===== src/rtl/icmp_pkg.sv =====
`default_nettype none
// ----------------------------------------------------------------------------
// icmp_pkg
// shared types, constants and checksum helpers for the icmp echo responder
// ----------------------------------------------------------------------------
package icmp_pkg;

    localparam int unsigned COUNT_WIDTH_DEF     = 32;
    localparam logic [15:0] MAX_PAYLOAD_DEF     = 16'd1400;
    localparam logic [7:0]  ECHO_REQUEST_TYPE   = 8'd8;
    localparam logic [15:0] INDEX_MAX           = 16'hFFFF;
    localparam logic [15:0] CSUM_GOOD           = 16'hFFFF;
    localparam logic [31:0] REPLY_CSUM_ADJUST   = 32'h0000_0800;
    localparam int unsigned QUEUE_DEPTH         = 4;
    localparam int unsigned QUEUE_AW            = $clog2(QUEUE_DEPTH);

    typedef enum logic [1:0] {
        ST_OK       = 2'd0,
        ST_BAD_TYPE = 2'd1,
        ST_TOO_LONG = 2'd2,
        ST_SHORT    = 2'd3
    } t_status;

    typedef struct packed {
        logic        reply_valid;
        logic [7:0]  reply_byte;
        logic        reply_last;
        logic        status_valid;
        t_status     status;
        logic        checksum_ok;
        logic [31:0] bad_type_count;
        logic [31:0] bad_checksum_count;
    } t_result;

    // ones'-complement add with end-around carry
    function automatic logic [15:0] ones_add(input logic [15:0] a, input logic [15:0] b);
        logic [16:0] s;
        logic [16:0] f;
        s = {1'b0, a} + {1'b0, b};
        f = {1'b0, s[15:0]} + {16'b0, s[16]};
        return f[15:0];
    endfunction

    // reply checksum: complement, take off 0x800, fold twice, complement again
    function automatic logic [15:0] reply_checksum(input logic [15:0] orig);
        logic [31:0] t;
        logic [16:0] f1;
        logic [16:0] f2;
        t  = {16'hFFFF, ~orig} - REPLY_CSUM_ADJUST;
        f1 = {1'b0, t[15:0]} + {1'b0, t[31:16]};
        f2 = {1'b0, f1[15:0]} + {16'b0, f1[16]};
        return ~f2[15:0];
    endfunction

endpackage
`default_nettype wire


===== src/rtl/icmp_out_queue.sv =====
`default_nettype none
// ----------------------------------------------------------------------------
// icmp_out_queue
// small result queue, up to two results in per cycle, one out per ready cycle
// ----------------------------------------------------------------------------
module icmp_out_queue (
    input  wire                    i_clk,
    input  wire                    i_rst_n,
    input  wire  [1:0]             i_push_cnt,
    input  icmp_pkg::t_result      i_push0,
    input  icmp_pkg::t_result      i_push1,
    output logic                   o_room,
    output logic                   o_valid,
    input  wire                    i_ready,
    output icmp_pkg::t_result      o_head
);
    import icmp_pkg::*;

    t_result               r_mem [QUEUE_DEPTH];
    logic [QUEUE_AW-1:0]   r_wr_ptr, n_wr_ptr;
    logic [QUEUE_AW-1:0]   r_rd_ptr, n_rd_ptr;
    logic [QUEUE_AW:0]     r_count,  n_count;
    logic                  pop;
    logic [QUEUE_AW-1:0]   wr_ptr1;

    assign pop     = o_valid && i_ready;
    assign wr_ptr1 = r_wr_ptr + QUEUE_AW'(1);
    assign o_valid = (r_count != '0);
    assign o_head  = r_mem[r_rd_ptr];
    // room for two more regardless of the output side
    assign o_room  = (r_count <= (QUEUE_AW + 1)'(QUEUE_DEPTH - 2));

    always_comb begin
        n_wr_ptr = r_wr_ptr + QUEUE_AW'(i_push_cnt);
        n_rd_ptr = pop ? r_rd_ptr + QUEUE_AW'(1) : r_rd_ptr;
        n_count  = r_count + (QUEUE_AW + 1)'(i_push_cnt) - (QUEUE_AW + 1)'(pop);
    end

    always_ff @(posedge i_clk) begin
        if (!i_rst_n) begin
            r_wr_ptr <= '0;
            r_rd_ptr <= '0;
            r_count  <= '0;
        end else begin
            r_wr_ptr <= n_wr_ptr;
            r_rd_ptr <= n_rd_ptr;
            r_count  <= n_count;
        end
    end

    always_ff @(posedge i_clk) begin
        if (i_push_cnt != 2'd0) begin
            r_mem[r_wr_ptr] <= i_push0;
        end
        if (i_push_cnt == 2'd2) begin
            r_mem[wr_ptr1] <= i_push1;
        end
    end

endmodule
`default_nettype wire


===== src/rtl/icmp_echo_responder.sv =====
`default_nettype none
// ----------------------------------------------------------------------------
// icmp_echo_responder
// checks an icmp message byte stream and streams back the echo reply
// ----------------------------------------------------------------------------
// results are written into the result queue as their bytes are transferred
// throughput: one byte per cycle while the queue has room; byte 3 of an echo
//   request gives two results and the four-entry result queue absorbs the extra one
// s_axis_tready drops only when the result queue holds more than two entries
// reset is synchronous, active low: clears message state, counters and queue,
//   and sets max_payload back to 1400
module icmp_echo_responder #(
    parameter int unsigned COUNT_WIDTH = icmp_pkg::COUNT_WIDTH_DEF
) (
    input  wire          i_clk,
    input  wire          i_rst_n,
    // configuration: max_payload
    input  wire          i_cfg_wr_en,
    input  wire  [15:0]  i_cfg_wr_data,
    // message bytes in
    input  wire          s_axis_tvalid,
    output logic         s_axis_tready,
    input  wire  [7:0]   s_axis_tdata,   // [7:0] data_byte
    input  wire          s_axis_tlast,   // last
    // reply and status out
    output logic         m_axis_tvalid,
    input  wire          m_axis_tready,
    output logic [79:0]  m_axis_tdata,   // [7:0] reply_byte, [9:8] status,
                                         // [10] checksum_ok,
                                         // [42:11] bad_type_count,
                                         // [74:43] bad_checksum_count, rest zero
    output logic [1:0]   m_axis_tuser,   // [0] reply_valid, [1] status_valid
    output logic         m_axis_tlast    // reply_last
);
    import icmp_pkg::*;

    // configuration register
    logic [15:0]            r_max_payload;

    // per-message state
    logic [15:0]            r_byte_index, n_byte_index;
    logic                   r_odd_phase,  n_odd_phase;
    logic [15:0]            r_word_sum,   n_word_sum;
    logic [7:0]             r_pending,    n_pending;
    logic                   r_is_echo,    n_is_echo;

    // statistics, wrap at COUNT_WIDTH bits
    logic [COUNT_WIDTH-1:0] r_bad_type,   n_bad_type;
    logic [COUNT_WIDTH-1:0] r_bad_csum,   n_bad_csum;

    logic                   accept;
    logic [7:0]             b;
    logic                   last;
    logic                   echo;
    logic                   over;
    logic [15:0]            idx_less_hdr;
    logic [15:0]            word;
    logic                   add_en;
    logic [15:0]            sum_after;
    logic                   long_enough;
    logic                   ck_ok;
    t_status                status;
    logic [15:0]            reply_csum;
    logic [1:0]             n_reply;      // reply bytes this byte produces
    logic [1:0]             n_total;      // results this byte produces
    logic [1:0]             push_cnt;
    logic                   queue_room;
    logic                   queue_valid;
    t_result                res0, res1, head;

    assign b      = s_axis_tdata;
    assign last   = s_axis_tlast;
    assign accept = s_axis_tvalid && s_axis_tready;
    assign s_axis_tready = queue_room;

    // config write; the user writes only while idle, the block does not enforce it
    always_ff @(posedge i_clk) begin
        if (!i_rst_n) begin
            r_max_payload <= MAX_PAYLOAD_DEF;
        end else if (i_cfg_wr_en) begin
            r_max_payload <= i_cfg_wr_data;
        end
    end

    // byte classification
    always_comb begin
        echo         = (r_byte_index == 16'd0) ? (b == ECHO_REQUEST_TYPE) : r_is_echo;
        idx_less_hdr = r_byte_index - 16'd4;
        // payload beyond the bound, or position counter saturated
        over         = (r_byte_index == INDEX_MAX) ||
                       ((r_byte_index >= 16'd4) && (idx_less_hdr >= r_max_payload));
        long_enough  = (r_byte_index >= 16'd3);
    end

    // running ones'-complement word sum; odd trailing byte is the high byte
    always_comb begin
        word      = r_odd_phase ? {r_pending, b} : {b, 8'h00};
        add_en    = r_odd_phase || last;
        sum_after = add_en ? ones_add(r_word_sum, word) : r_word_sum;
        ck_ok     = long_enough && (sum_after == CSUM_GOOD);
    end

    // closing status, short beats bad type beats too long
    always_comb begin
        if (!long_enough) begin
            status = ST_SHORT;
        end else if (!echo) begin
            status = ST_BAD_TYPE;
        end else if (over) begin
            status = ST_TOO_LONG;
        end else begin
            status = ST_OK;
        end
    end

    // counters as they stand after this byte
    always_comb begin
        n_bad_type = r_bad_type;
        n_bad_csum = r_bad_csum;
        if (last && long_enough) begin
            if (!ck_ok) begin
                n_bad_csum = r_bad_csum + COUNT_WIDTH'(1);
            end
            if (!echo) begin
                n_bad_type = r_bad_type + COUNT_WIDTH'(1);
            end
        end
    end

    // reply bytes: zero type and code, new checksum at byte 3, then payload
    // at byte 3 r_pending still holds byte 2, the checksum high byte
    assign reply_csum = reply_checksum({r_pending, b});

    always_comb begin
        n_reply = 2'd0;
        if (echo) begin
            if (r_byte_index <= 16'd1) begin
                n_reply = 2'd1;
            end else if (r_byte_index == 16'd3) begin
                n_reply = 2'd2;
            end else if ((r_byte_index >= 16'd4) && !over) begin
                n_reply = 2'd1;
            end
        end
        // a closing byte with no reply byte still carries the status
        n_total  = (last && (n_reply == 2'd0)) ? 2'd1 : n_reply;
        push_cnt = accept ? n_total : 2'd0;
    end

    always_comb begin
        res0                    = '0;
        res0.reply_valid        = (n_reply != 2'd0);
        // a status-only result carries a zero byte
        if (!res0.reply_valid) begin
            res0.reply_byte     = 8'h00;
        end else if (r_byte_index == 16'd3) begin
            res0.reply_byte     = reply_csum[15:8];
        end else if (r_byte_index >= 16'd4) begin
            res0.reply_byte     = b;
        end else begin
            res0.reply_byte     = 8'h00;
        end
        res0.reply_last         = last && (n_reply == 2'd1);
        res0.status_valid       = last && (n_total == 2'd1);
        res0.status             = res0.status_valid ? status : ST_OK;
        res0.checksum_ok        = res0.status_valid && ck_ok;
        res0.bad_type_count     = 32'(n_bad_type);
        res0.bad_checksum_count = 32'(n_bad_csum);

        // second result only for the low checksum byte
        res1                    = '0;
        res1.reply_valid        = 1'b1;
        res1.reply_byte         = reply_csum[7:0];
        res1.reply_last         = last;
        res1.status_valid       = last;
        res1.status             = last ? status : ST_OK;
        res1.checksum_ok        = last && ck_ok;
        res1.bad_type_count     = 32'(n_bad_type);
        res1.bad_checksum_count = 32'(n_bad_csum);
    end

    // next message state
    always_comb begin
        n_byte_index = r_byte_index;
        n_odd_phase  = r_odd_phase;
        n_word_sum   = r_word_sum;
        n_pending    = r_pending;
        n_is_echo    = r_is_echo;
        if (last) begin
            n_byte_index = '0;
            n_odd_phase  = 1'b0;
            n_word_sum   = '0;
            n_pending    = '0;
            n_is_echo    = 1'b0;
        end else begin
            if (r_byte_index != INDEX_MAX) begin
                n_byte_index = r_byte_index + 16'd1;
            end
            n_odd_phase = !r_odd_phase;
            n_word_sum  = sum_after;
            n_is_echo   = echo;
            if (!r_odd_phase) begin
                n_pending = b;
            end
        end
    end

    always_ff @(posedge i_clk) begin
        if (!i_rst_n) begin
            r_byte_index <= '0;
            r_odd_phase  <= 1'b0;
            r_word_sum   <= '0;
            r_pending    <= '0;
            r_is_echo    <= 1'b0;
            r_bad_type   <= '0;
            r_bad_csum   <= '0;
        end else if (accept) begin
            r_byte_index <= n_byte_index;
            r_odd_phase  <= n_odd_phase;
            r_word_sum   <= n_word_sum;
            r_pending    <= n_pending;
            r_is_echo    <= n_is_echo;
            r_bad_type   <= n_bad_type;
            r_bad_csum   <= n_bad_csum;
        end
    end

    // result queue parts the two sides
    icmp_out_queue u_queue (
        .i_clk      (i_clk),
        .i_rst_n    (i_rst_n),
        .i_push_cnt (push_cnt),
        .i_push0    (res0),
        .i_push1    (res1),
        .o_room     (queue_room),
        .o_valid    (queue_valid),
        .i_ready    (m_axis_tready),
        .o_head     (head)
    );

    assign m_axis_tvalid = queue_valid;
    assign m_axis_tlast  = head.reply_last;
    assign m_axis_tuser  = {head.status_valid, head.reply_valid};
    assign m_axis_tdata  = {5'b0, head.bad_checksum_count, head.bad_type_count,
                            head.checksum_ok, head.status, head.reply_byte};

endmodule
`default_nettype wire

===== config.mk =====
export PLATFORM = sky130hd
export DESIGN_NAME = icmp_echo_responder
export DESIGN_NICKNAME = d
export VERILOG_FILES = /design/src/rtl/icmp_pkg.sv /design/src/rtl/icmp_out_queue.sv /design/src/rtl/icmp_echo_responder.sv
export SDC_FILE = /design/constraint.sdc
export NUM_CORES = 1
export LEC_CHECK = 0
export ABC_AREA = 1
export CAP_MARGIN = 10
export CORE_MARGIN = 1
export CORE_UTILIZATION = 43
export DETAILED_ROUTE_END_ITERATION = 12
export DONT_BUFFER_PORTS = 1
export MAX_ROUTING_LAYER = met4
export REMOVE_ABC_BUFFERS = 1
export SETUP_SLACK_MARGIN = 0.3
export SLEW_MARGIN = 20
export SYNTH_ARGS = -nofsm -noshare
export SYNTH_HDL_FRONTEND = slang
export SYNTH_HIERARCHICAL = 1
export SYNTH_SLANG_ARGS = --single-unit

===== constraint.sdc =====
create_clock -name i_clk -period 13.4 [get_ports i_clk]
set_input_delay 2.01 -clock i_clk [delete_from_list [all_inputs] [get_ports i_clk]]
set_output_delay 2.01 -clock i_clk [all_outputs]
set_load 0.02 [all_outputs]

==> results of run 1 <==
==> state kept, by name, summed over array words and instances, names as in the netlist, named ones only <==
name	count
r_is_echo	1
r_bad_csum	32
u_queue/r_wr_ptr	2
r_odd_phase	1
r_max_payload	16
r_pending	8
u_queue/r_mem	312
r_byte_index	16
r_bad_type	32
u_queue/r_rd_ptr	2
r_word_sum	16
u_queue/r_count	3
==> power groups by stage <==
stage	Combinational, mW	Clock [mW]	Sequential (mW)
after floorplan	0.830	0	1.73
after global placement	1.12	0	1.71
after detailed placement	1.16	0	1.71
after CTS	1.16	1.43	1.68
after global routing	1.31	1.48	1.70
final	1.15	1.39	1.68
==> per-stage QoR <==
step                hold slack [ns]  instance area (sq um)
floorplan                     0.435                  24600
global placement              0.452                  25800
detailed placement            0.460                  25800
CTS                           0.468                  27500
global route                  0.486                  27500
finish                        0.461                  27500
==> cells in the final DEF, fill, tap and decap left out, types with 34 or more instances in the layout <==
master,synthesis,routed
sky130_fd_sc_hd__o21ai_1,147,147
sky130_fd_sc_hd__inv_1,380,378
sky130_fd_sc_hd__clkbuf_16,0,52
sky130_fd_sc_hd__a21oi_1,133,133
sky130_fd_sc_hd__nor3_1,46,46
sky130_fd_sc_hd__nand2_1,702,695
sky130_fd_sc_hd__o21ai_0,420,420
sky130_fd_sc_hd__xor2_1,66,66
sky130_fd_sc_hd__edfxtp_1,312,312
sky130_fd_sc_hd__nand3_1,117,117
sky130_fd_sc_hd__o22ai_1,88,88
sky130_fd_sc_hd__ha_1,53,53
sky130_fd_sc_hd__nand4_1,34,34
sky130_fd_sc_hd__nor2_1,275,275
sky130_fd_sc_hd__dfxtp_1,131,129
==> logic make-up (layout without fill, tap and decap cells) <==
logic type | count (synthesis) | count (layout)
simple gates | 1277 | 1277
compound gates | 813 | 813
buf+inv | 570 | 523
flops | 443 | 443
xor+xnor | 73 | 73
fa+ha+maj | 55 | 55
other cells | 2 | 6
==> final timing paths <==
| kind | startpoint | endpoint | slack (ns) | cells past startpoint |
|---|---|---|---|---|
| max | r_byte_index[2] | u_queue/r_mem[3][38] | 7.02 | 25 |
| min | r_max_payload[15] | r_max_payload[15] | 0.46 | 2 |
| max reg2reg | r_byte_index[2] | u_queue/r_mem[3][38] | 7.02 | 25 |
| min reg2reg | r_max_payload[15] | r_max_payload[15] | 0.46 | 2 |
==> area by class of cell <==
cell class	instances	area [sq um]
multi-input combinational	2224	11200
fill	5587	30600
clock buffer	75	1460
sequential	443	12000
timing repair buffer	22	165
inverter	404	1520
clock inverter	22	224
tap	765	957
==> metal layers <==
metal  up-vias  global-route usage  share of wire
met5         -                   -              0
li1      10600                   -              -
met4         0              0.0663          0.021
met1     10100               0.276           0.42
met2       468               0.423           0.50
met3        91              0.0377          0.053
==> worst reg2reg max path, delay by kind of cell (launching register included) <==
kind | cells | cell delay (ns)
AOI/OAI and AO/OA | 4 | 0.58
xor gates and xnor gates | 1 | 0.11
adders and majority gates | 1 | 0.30
buffers and inverters | 4 | 1.58
DFF | 1 | 0.34
and+or+nand+nor | 15 | 3.08
==> impl_metrics.csv, run 1 <==
group,metric,value,unit
route,detail_route.iter0.violations,1373,
yosys,synth_cell_type_count,55,
setup_path,most_common_cell_type_on_the_critical_path,"sky130_fd_sc_hd__nand2_1",
route,vias,21200,
power,pwr_density_cell,154,nW/um^2
job,timing.max_cap.violations,0,
sta,timing.max_slew.rel_slack,0.265,
finish,post_route_cells_drive_above_1_share,0.0677,
power,total_power,4.23,mW
sta,finalHoldViolations,0,
placed_design,port_buffers,0,
clock_network,clock_tree.root_cell,"sky130_fd_sc_hd__clkbuf_16",
yosys,synth_top_family_by_area,"simple AND/OR/NAND/NOR gates",
sta,fin_crit_sh,0.476,
yosys,share_of_the_synthesized_area_in_the_top_cell_type,0.367,
finish,final-instance-count-excl-fill,3955,
placed_design,finalWeightedCongestion,0.881,
route,finalWirelength,69700,microns
grt,grt_remaining_overflow,0,
placed_design,post-dp-hpwl,43300,microns
sta,setup_total_negative_slack,0,ns
yosys,synthesis.instances,3233,
sta,timing.clock.skew,0.0287,ns
clock_network,postCtsSetupRepairBufs,0,
setup_path,critPathRequiredTime,13.64,ns
yosys,synth_flop_cell,"sky130_fd_sc_hd__edfxtp_1",
setup_path,worst_path_largest_cell_delay,0.68,ns
grt,grt_pass1_vias,20700,
setup_path,critical_path.slowest_cell,"sky130_fd_sc_hd__buf_4",
floorplanning,die_h,246,microns
finish,n_antenna_cell,0,
yosys,synth.cell_area,25500,sq um
placed_design,placedCellCount,3858,
power,vdd.ir_drop.worst,0.0000966,V
floorplanning,core-area,58100,sq um
yosys,synth-edff-count,312,
hold_path,hold_path.class,"reg -> reg",
setup_path,start_kind,"flop",
power,leak_pwr,10.7,nW
yosys,synth.mux.area_fraction,0,
grt,groute.usage.overall,0.238,
clock_network,clockBufferDepth,3,
floorplanning,dieArea,60300,sq um
power,power_switching,1.50,mW
yosys,ys.warnings.count,6,
sta,rsz0062_at_grt,"no",
clock_network,cts_made_buffers,52,
setup_path,timing.critical_path.fanout_max,92,
run_status,run_status,"complete, no violations",
power,share_of_total_power_in_the_clock_network,0.330,
sta,period_needed,6.38,ns
yosys,synth_simple_gate_area_share,0.215,
yosys,synth_commonest_cells,"sky130_fd_sc_hd__nand2_1 (702), sky130_fd_sc_hd__o21ai_0 (420), sky130_fd_sc_hd__inv_1 (380)",
route,drt-vias-per-instance,5.37,
floorplanning,dieWidth,246,microns
yosys,netlist.top_cell.by_area,"sky130_fd_sc_hd__edfxtp_1",
finish,area_delta_synth_final,7.87,%
sta,fin_ws,7.02,ns
clock_network,clkLatencyLatePin,0.62,ns
clock_network,clock_transition_at_the_registers_of_the_reported_paths,0.06,ns
yosys,avgSynthCellArea,7.89,sq um
route,total_iterations_of_the_first_detailed_routing_run,5,
route,drc_errors,0,
clock_network,clock_sinks,443,
route,antenna_left,0,
power,intPower,2.73,mW
clock_network,cts_tree,"done",
setup_path,worstPathBufferInverterCount,4,
yosys,synth-compound-area-share,0.167,
grt,grt_first_pass_wirelength,111000,microns
placed_design,post_place_setup_slack,6.53,ns
power,sw_share,0.355,
setup_path,worstSetupPathType,"reg -> reg",
setup_path,crit_family,"simple AND/OR/NAND/NOR gates",
yosys,xor_xnor_share_of_the_synthesized_area,0.0254,
setup_path,worstPathArrival,6.62,ns
power,share_comb_of_total_power,0.272,
power,p_seq_frac,0.398,
route,wl_per_cell,17.6,microns
sta,setup_viol,0,
clock_network,cts-hold-fix-buffers,0,
clock_network,cts_resized,0,
sta,worst_pin_slew,1.10,ns
sta,slew_viol_final,0,
yosys,synth-seq-cells,443,
yosys,synth.yosys.seq_area_share,0.470,
grt,antenna_found_initial,0,
floorplanning,floorplan.io_pins,115,
grt,grt_start_max_net_pins,96,
sta,fmaxAchievable,157,MHz
yosys,synth.most_common_cell,"sky130_fd_sc_hd__nand2_1",
finish,nNetsFinal,3232,
yosys,ys_async_sr_fraction,0,
yosys,netlist_top_cells_area,"sky130_fd_sc_hd__edfxtp_1 (37%), sky130_fd_sc_hd__nand2_1 (10%), sky130_fd_sc_hd__dfxtp_1 (10%)",
yosys,post_synth_fa_ha_maj_area_fraction,0.0276,
finish,layout.core_utilization,0.473,
clock_network,cts-htree-levels,2,
setup_path,crit_path_end_kind,"flop",
floorplanning,floorplan.rows,88,
floorplanning,initial_core_utilization,0.439,
(Power assumes the default switching activity.)
==> run 2: changes to the inputs <==
Clock period 13.4 ns to 6.54 ns, I/O delays scaled along.
==> impl_metrics.csv, run 2 (same netlist as run 1, synthesis figures left out) <==
group,metric,value,unit
run_status,run_status,"complete, no violations",
power,sw_share,0.356,
finish,nNetsFinal,3230,
sta,timing.max_slew.rel_slack,0.312,
sta,fin_crit_sh,0.835,
route,vias,21200,
grt,grt_start_max_net_pins,157,
sta,slew_viol_final,0,
floorplanning,core-area,58100,sq um
power,p_seq_frac,0.405,
setup_path,worst_path_largest_cell_delay,0.42,ns
route,finalWirelength,69100,microns
clock_network,postCtsSetupRepairBufs,0,
sta,setup_total_negative_slack,0,ns
finish,largestRegisters,"u_queue/r_mem (312), r_bad_csum (32), r_bad_type (32)",
clock_network,clockBufferDepth,3,
route,antenna_left,0,
power,leak_pwr,10.8,nW
floorplanning,dieWidth,246,microns
clock_network,clock_tree.root_cell,"sky130_fd_sc_hd__clkbuf_16",
setup_path,ff2ff_setup_slack,1.08,ns
sta,period_needed,5.46,ns
setup_path,crit_path_end_kind,"flop",
power,power_switching,3.08,mW
finish,most_common_cell_after_layout_fill_and_taps_aside,"sky130_fd_sc_hd__nand2_1",
finish,area_delta_synth_final,8.21,%
placed_design,post-dp-hpwl,43100,microns
route,wl_per_cell,17.5,microns
hold_path,hp-start,"r_max_payload[13]",
sta,rsz0062_at_grt,"no",
sta,timing.clock.skew,0.0323,ns
finish,n_antenna_cell,0,
floorplanning,dieArea,60300,sq um
floorplanning,die_h,246,microns
placed_design,finalWeightedCongestion,0.871,
grt,grt_remaining_overflow,0,
sta,finalHoldViolations,0,
setup_path,start_kind,"flop",
sta,worst_pin_slew,1.03,ns
power,vdd.ir_drop.worst,0.000222,V
setup_path,most_common_cell_type_on_the_critical_path,"sky130_fd_sc_hd__nand2_1",
setup_path,critPathLaunch,"r_odd_phase",
floorplanning,floorplan.io_pins,115,
grt,grt_first_pass_wirelength,109000,microns
power,pwr_density_cell,314,nW/um^2
setup_path,r2r-start,"r_odd_phase",
clock_network,cts-htree-levels,2,
sta,fmaxAchievable,183,MHz
placed_design,placedCellCount,3858,
clock_network,cts_tree,"done",
power,intPower,5.58,mW
hold_path,hold_path.class,"reg -> reg",
floorplanning,floorplan.rows,88,
placed_design,port_buffers,0,
finish,mostFrequentLayoutCells,"sky130_fd_sc_hd__nand2_1 (695), sky130_fd_sc_hd__o21ai_0 (420), sky130_fd_sc_hd__inv_1 (378)",
clock_network,cts_resized,0,
setup_path,timing.critical_path.fanout_max,37,
finish,final-instance-count-excl-fill,3952,
clock_network,clock_transition_at_the_registers_of_the_reported_paths,0.06,ns
floorplanning,initial_core_utilization,0.439,
route,total_iterations_of_the_first_detailed_routing_run,5,
clock_network,clock_sinks,443,
power,share_of_total_power_in_the_clock_network,0.328,
sta,setup_viol,0,
setup_path,worstPathArrival,5.78,ns
power,total_power,8.66,mW
setup_path,critPathRequiredTime,6.86,ns
route,detail_route.iter0.violations,1516,
clock_network,clkLatencyLatePin,0.62,ns
job,timing.max_cap.violations,0,
grt,antenna_found_initial,0,
finish,post_route_cells_drive_above_1_share,0.0687,
power,share_comb_of_total_power,0.268,
finish,largest_register_ff_count,312,
grt,groute.usage.overall,0.234,
route,drc_errors,0,
clock_network,cts-hold-fix-buffers,0,
grt,grt_pass1_vias,20500,
clock_network,cts_made_buffers,50,
setup_path,worstSetupPathType,"reg -> reg",
finish,largest_reg_by_ff_count,"u_queue/r_mem",
sta,finalHoldWorstSlack,0.468,ns
setup_path,critical_path.slowest_cell,"sky130_fd_sc_hd__nand3b_4",
route,drt-vias-per-instance,5.37,
[run 2: cell types whose count changed in the layout (fill, tap and decap cells not counted), moves of 2 or more]
cell	previous run	this run
sky130_fd_sc_hd__clkinv_2	10	12
sky130_fd_sc_hd__buf_12	0	7
sky130_fd_sc_hd__clkinv_4	1	3
sky130_fd_sc_hd__clkbuf_1	16	8
sky130_fd_sc_hd__clkinv_1	8	10
sky130_fd_sc_hd__buf_4	22	15
sky130_fd_sc_hd__clkbuf_8	7	5
[run 2: metrics by stage]
step / utilization / instance area (sq um) / setup WS (ns)
final: 0.475 / 27600 / 1.08
after CTS: 0.475 / 27600 / 1.11
after global routing: 0.475 / 27600 / 0.438
after global placement: 0.446 / 25900 / 0.861
after floorplan: - / 24600 / -4.84
after detailed placement: 0.446 / 25900 / 0.723
[run 2: path summary, 6_finish.rpt]
check / to / cells past startpoint
setup / recovery: u_queue/r_mem[1][30] / 36
setup reg to reg: u_queue/r_mem[1][30] / 36
hold reg to reg: r_max_payload[13] / 2
hold / removal: r_max_payload[13] / 2
[run 2: final cells by class]
type                            instances  area (sq um)
Fill cell                            5613         30500
Sequential cell                       443         12000
Multi-Input combinational cell       2224         11200
Inverter                              404          1520
Clock buffer                           64          1380
Tap cell                              765           957
Clock inverter                         30           307
Timing Repair Buffer                   22           253
[run 2: power by group through the flow]
stage	Combinational, mW	Sequential, mW	Clock [mW]
after floorplan	1.70	3.54	0
after global placement	2.27	3.56	0
after detailed placement	2.34	3.56	0
after CTS	2.34	3.51	2.90
after global routing	2.61	3.54	3.00
final	2.32	3.51	2.84
[run 2: critical path: cells and delay by family (launching register included)]
kind,cells,cell delay (ns)
AOI/OAI and AO/OA,4,0.42
adders and majority gates,4,0.99
buffers and inverters,7,0.73
DFF,1,0.31
and+or+nand+nor,21,2.70
[run 2: routing by layer]
metal | global-route usage | routed length [microns] | share of wire | vias up
met5 | - | 0 | 0 | -
met4 | 0.0603 | 1340 | 0.019 | 0
met3 | 0.0391 | 3820 | 0.055 | 93
met2 | 0.416 | 35000 | 0.51 | 513
met1 | 0.273 | 28900 | 0.42 | 9970
li1 | - | - | - | 10600
